===== src/sv/mhpq_pkg.sv =====
// Package for the max-heap priority queue: operation and status codes,
// default sizes and the controller-to-datapath command types. No dependencies.
`timescale 1ns / 1ps
package mhpq_pkg;
  localparam int unsigned CAPACITY_DEF = 1024;
  localparam int unsigned KEY_BITS_DEF = 16;
  localparam int unsigned TAG_BITS_DEF = 16;

  localparam logic [1:0] OP_PUSH   = 2'd0;
  localparam logic [1:0] OP_POP    = 2'd1;
  localparam logic [1:0] OP_APPEND = 2'd2;
  localparam logic [1:0] OP_BUILD  = 2'd3;

  localparam logic [1:0] ST_OK    = 2'd0;
  localparam logic [1:0] ST_FULL  = 2'd1;
  localparam logic [1:0] ST_EMPTY = 2'd2;

  // Datapath commands issued by the controller, one per cycle.
  typedef enum logic [3:0] {
    CMD_NONE    = 4'd0,
    CMD_LOAD    = 4'd1,  // capture input word
    CMD_WR_NEW  = 4'd2,  // write input word at slot count, count++
    CMD_RD_LAST = 4'd3,  // read slot count-1
    CMD_WR_ROOT = 4'd4,  // write read data to root, count--, pos=0
    CMD_RD_POS  = 4'd5,  // read slot pos into cur
    CMD_RD_A    = 4'd6,  // read address a (parent or left child)
    CMD_RD_B    = 4'd7,  // read right child, capture a
    CMD_DECIDE  = 4'd8,  // capture b (if any) and choose
    CMD_WR_X    = 4'd9,  // write cur to chosen slot
    CMD_WR_Y    = 4'd10, // write chosen entry to pos, move pos
    CMD_BLD_NXT = 4'd11, // next build node
    CMD_RD_TOP  = 4'd12, // read root for result
    CMD_DONE    = 4'd13  // capture root into result
  } cmd_t;

  typedef struct packed {
    logic up_mode;   // sift-up rather than sift-down
    logic strict_pk; // build: node wins ties
  } mode_t;

  typedef struct packed {
    logic swap;      // decided to swap
    logic at_top;    // sift-up at root
    logic no_child;  // sift-down at leaf
    logic full;
    logic empty;
    logic bld_done;  // no more build nodes
    logic few;       // count below two for build
  } stat_t;
endpackage


===== src/sv/mhpq_ctrl.sv =====
// Controller state machine sequencing the heap operations.
// Depends on mhpq_pkg.
`timescale 1ns / 1ps
module mhpq_ctrl (
  input  logic            clk,
  input  logic            rst,
  input  logic            in_valid,
  output logic            in_ready,
  input  logic [1:0]      in_op,
  output logic            out_valid,
  input  logic            out_ready,
  output logic [1:0]      out_status,
  output mhpq_pkg::cmd_t  cmd,
  output mhpq_pkg::mode_t mode,
  input  mhpq_pkg::stat_t stat
);
  typedef enum logic [12:0] {
    S_IDLE  = 13'b0000000000001,
    S_DISP  = 13'b0000000000010,
    S_LAST  = 13'b0000000000100,
    S_ROOT  = 13'b0000000001000,
    S_RDA   = 13'b0000000010000,
    S_RDB   = 13'b0000000100000,
    S_DEC   = 13'b0000001000000,
    S_CHK   = 13'b0000010000000,
    S_WRY   = 13'b0000100000000,
    S_BNXT  = 13'b0001000000000,
    S_BRD   = 13'b0010000000000,
    S_TOP   = 13'b0100000000000,
    S_DONE  = 13'b1000000000000
  } state_t;

  state_t state, state_next;
  logic [1:0] op, status, res_status;
  logic       wait_rd;

  // A finished result waits in its own registers, so the next word can be
  // taken meanwhile; that word is held at S_TOP until the result is consumed.
  assign in_ready   = (state == S_IDLE);
  assign out_status = res_status;

  always_comb begin
    state_next = state;
    cmd        = mhpq_pkg::CMD_NONE;
    case (state)
      S_IDLE: if (in_valid && in_ready) begin
        cmd = mhpq_pkg::CMD_LOAD; state_next = S_DISP;
      end
      S_DISP: begin
        if (op == mhpq_pkg::OP_PUSH || op == mhpq_pkg::OP_APPEND) begin
          if (stat.full) state_next = S_TOP;
          else begin
            cmd = mhpq_pkg::CMD_WR_NEW;
            state_next = (op == mhpq_pkg::OP_PUSH) ? S_CHK : S_TOP;
          end
        end else if (op == mhpq_pkg::OP_POP) begin
          state_next = stat.empty ? S_TOP : S_LAST;
        end else begin
          state_next = stat.few ? S_TOP : S_BNXT;
        end
      end
      S_LAST: begin cmd = mhpq_pkg::CMD_RD_LAST; state_next = S_ROOT; end
      S_ROOT: begin cmd = mhpq_pkg::CMD_WR_ROOT; state_next = S_CHK; end
      S_CHK: begin
        if (mode.up_mode ? stat.at_top : stat.no_child)
          state_next = (op == mhpq_pkg::OP_BUILD) ? S_BNXT : S_TOP;
        else begin
          cmd = mhpq_pkg::CMD_RD_A; state_next = S_RDA;
        end
      end
      S_RDA: begin cmd = mhpq_pkg::CMD_RD_B; state_next = S_RDB; end
      S_RDB: begin cmd = mhpq_pkg::CMD_DECIDE; state_next = S_DEC; end
      S_DEC: begin
        if (stat.swap) begin
          cmd = mhpq_pkg::CMD_WR_X; state_next = S_WRY;
        end else
          state_next = (op == mhpq_pkg::OP_BUILD) ? S_BNXT : S_TOP;
      end
      S_WRY: begin cmd = mhpq_pkg::CMD_WR_Y; state_next = S_CHK; end
      S_BNXT: begin
        if (stat.bld_done) state_next = S_TOP;
        else begin cmd = mhpq_pkg::CMD_BLD_NXT; state_next = S_BRD; end
      end
      S_BRD: begin
        if (wait_rd) state_next = S_CHK;
        else cmd = mhpq_pkg::CMD_RD_POS;
      end
      S_TOP: begin
        if (!out_valid || out_ready) begin
          cmd = mhpq_pkg::CMD_RD_TOP; state_next = S_DONE;
        end
      end
      S_DONE: begin cmd = mhpq_pkg::CMD_DONE; state_next = S_IDLE; end
      default: state_next = S_IDLE;
    endcase
  end

  assign mode.up_mode   = (op == mhpq_pkg::OP_PUSH);
  assign mode.strict_pk = (op == mhpq_pkg::OP_BUILD);

  always_ff @(posedge clk) begin
    if (rst) begin
      state     <= S_IDLE;
      out_valid <= 1'b0;
      wait_rd   <= 1'b0;
    end else begin
      state   <= state_next;
      wait_rd <= (state == S_BRD) && !wait_rd;
      if (state == S_DONE) out_valid <= 1'b1;
      else if (out_ready)  out_valid <= 1'b0;
    end
  end

  always_ff @(posedge clk) begin
    if (state == S_IDLE && in_valid && in_ready) begin
      op <= in_op;
      status <= mhpq_pkg::ST_OK;
    end else if (state == S_DISP) begin
      if ((op == mhpq_pkg::OP_PUSH || op == mhpq_pkg::OP_APPEND) && stat.full)
        status <= mhpq_pkg::ST_FULL;
      else if (op == mhpq_pkg::OP_POP && stat.empty)
        status <= mhpq_pkg::ST_EMPTY;
    end
    if (state == S_DONE) res_status <= status;
  end
endmodule


===== config.mk =====
export PLATFORM = sky130hd
export DESIGN_NAME = mhpq_ctrl
export DESIGN_NICKNAME = d
export VERILOG_FILES = /design/src/sv/mhpq_pkg.sv /design/src/sv/mhpq_ctrl.sv
export SDC_FILE = /design/constraint.sdc
export NUM_CORES = 1
export LEC_CHECK = 0
export BUFFER_PORTS_ARGS = -buffer_cell sky130_fd_sc_hd__buf_2
export CAP_MARGIN = 40
export CORE_ASPECT_RATIO = 0.75
export CORE_MARGIN = 2
export CORE_UTILIZATION = 54
export DETAILED_ROUTE_END_ITERATION = 12
export PLACE_DENSITY_LB_ADDON = 0.12
export SETUP_SLACK_MARGIN = 0.05
export SLEW_MARGIN = 20
export SYNTH_ARGS = -nofsm -noshare
export SYNTH_HDL_FRONTEND = slang
export SYNTH_SLANG_ARGS = --single-unit

===== constraint.sdc =====
create_clock -name clk -period 2.55 [get_ports clk]
set_clock_uncertainty 0.1 [all_clocks]
set_input_delay 0.1275 -clock clk [delete_from_list [all_inputs] [get_ports clk]]
set_output_delay 0.1275 -clock clk [all_outputs]
set_load 0.005 [all_outputs]

==> flow_summary.ini <==
[run_status]
outcome = finished clean

[synthesis]
synth_top_area_cell = dfxtp_1
synthArstFlopShare_pct = 0
ys_top_cells_by_count = nor2_1, dfxtp_1, nor3_1
netlist.area_leader.share_pct = 27.9
synth-edff-count = 4
netlist_area_um2 = 1220
synthDistinctLibCells = 43
yosys-top-cells-area = dfxtp_1, edfxtp_1, nor2_1
syn_inst = 139
ys_seq_elements = 21
avgSynthCellArea_um2 = 8.78
ys_seq_area_share_pct = 37.7
synthesis.nets = 152
yosysMostFrequentCell = nor2_1
synthFlopType = dfxtp_1
yosysWarningCount = 0

[timing]
fin_ws_ns = 0.119
slew_headroom_pct = 63.9
timing.fmax_mhz = 411
slew_viol_final = 0
fin_crit_ns = 2.43
setup_tns_ns = 0
rsz0062_at_grt = yes
period_share_pct = 95.3
setup_violations = 0
whs_ns = 0.00565
finalHoldViolations = 0
tightest_slew_ns = 0.540

[drt]
vias_per_cell = 6.12
wl_met3_um = 315
drcViolationCount = 0
top_layer = met4
post_drt_wl_per_cell_um = 16.2
drt_iter0_drc = 103
drtAntennaViolNets = 0
met1_length_mm = 1.45
vias = 1199
firstDrtPassIters = 4
wl_met2_mm = 1.36
drt-total-wl_mm = 3.18

[setup_path]
cp.arrival_ns = 2.20
critPathMaxStageDelay_ns = 0.63
crit_path_cell_trace = nor4_2, buf_4, nand2_1, nor4b_2, nand3b_1, or4b_2, buf_2
setup.worst_path.start_class = flop
crit_type = reg2out
critPathCaptureType = primary output
critPathRequiredTime_ns = 2.32
path_max_fanout = 6
worst_path_max_delay_cell = or4b_2

[pwr]
power_uw = 776
power_density_nw_per_um2 = 527
leakagePower_uw = 0.000617
netSwitchingFraction_pct = 29.5
max-vdd-ir-drop_v = 0.000401
p_int_uw = 547
comb_power_share_pct = 30.3
power_switching_uw = 229
seqPwrFrac_pct = 49.2
pwr-share-clk_pct = 20.5

[clock_network]
clk_latency_ns = 0.31
path_clk_slew_ns = 0.11
htree_levels = 1
cts.path.max_buffers = 2
cts_tree = built
numClockSinks = 21
cts_buffers = 3
clockRootBuffer = clkbuf_4

[placement]
routabilityCongestion = 1.00
io_buffer_count = 22
hpwl_mm = 2.46
dp_slack_ns = 0.365
placed_area_um2 = 1380

[floorplanning]
start_util_pct = 59.0
ios = 23
core_um2 = 2070
dieArea_um2 = 2660
fp.dieH_um = 45.2
row_count = 14
fp.dieW_um = 58.9

[grt]
gr-total-overflow = 0
antenna_found_initial = 0
grt_max_degree = 12
grt_pass1_wl_mm = 5.11
track_usage_pct = 26.1
first_global_vias = 1045

[layout]
area_growth_pct = 20.6
fin_area_um2 = 1470
nNetsFinal = 186
diodes = 0
drive_above_1_share_pct = 30.2

[run]
max-cap-violations = 0

[hold_path]
hold_class = in2reg
[per-layer routing]
metal  track usage (%)  vias up
met5                 0        -
met4              6.36        0
met3              7.74       12
met2              37.1       65
met1              38.8      534
li1                  -      588
[power groups by stage]
stage / clock network (uW) / logic, uW / registers (uW)
2_1_floorplan: 0 / 136 / 379
3_3_place_gp: 0 / 194 / 385
3_5_place_dp: 0 / 193 / 386
4_1_cts: 161 / 200 / 379
5_1_grt: 173 / 255 / 386
6_report: 159 / 235 / 382
[sequential cells by signal, summed over array words and instances (netlist names)]
register and cells:
state 13, op 2, out_status 2, status 2
out_valid 1, wait_rd 1
[through the flow]
step | cells | utilization, %
floorplan | 139 | -
global placement | 186 | 66.6
detailed placement | 186 | 66.6
global route | 196 | 71.2
CTS | 193 | 69.6
finish | 196 | 71.2
[placed cells by master, fill, tap and decap left out, drive strengths merged, types with 4 or more instances in the layout]
cell type / netlist / routed
nand2: 6 / 6
dfxtp: 17 / 17
nor4b: 4 / 4
a21oi: 7 / 7
edfxtp: 4 / 4
nor3: 8 / 8
clkbuf: 1 / 4
nand2b: 5 / 5
nor2b: 4 / 4
and2: 6 / 6
nor4: 6 / 6
nand4: 6 / 6
inv: 5 / 5
nor2: 19 / 19
buf: 2 / 29
[final timing paths]
path                         to  startpoint  slack (ns)  depth (start not counted)
hold reg to reg   out_status[0]   status[0]        0.35                          0
hold / removal         state[9]     stat[0]       0.006                          4
setup / recovery         cmd[0]    state[4]        0.12                          7
setup reg to reg          op[0]    state[1]        0.38                          5
[worst max-delay path, delay by kind of cell, from the launching register on]
family	cells	cell delay, ns
buffers and inverters	2	0.32
flip-flops	1	0.56
AND/OR/NAND/NOR	5	1.04
[final cells by class]
| type | count | area, um^2 |
|---|---|---|
| fillers | 168 | 596 |
| flip-flops and latches | 21 | 465 |
| inverters | 5 | 18.8 |
| repair buffers | 32 | 193 |
| well taps | 24 | 30.0 |
| clock buffers | 4 | 26.3 |
| multi-input cells | 110 | 738 |
[timing repair]
item	CTS	global route
setup endpoints to repair	1	3
endpoints found under the hold margin	3	0
gates resized for setup	2	6
pin swaps	0	3
buffers inserted	0	3
hold buffers	3	0
[logic make-up after synthesis]
logic type	after synthesis	share of synthesized area, %
AOI/OAI and AO/OA	18	10.1
buffers and inverters	8	2.67
DFF	21	37.7
muxes	1	0.821
xor gates and xnor gates	3	2.15
and+or+nand+nor	88	46.6
(Power assumes the default switching activity.)
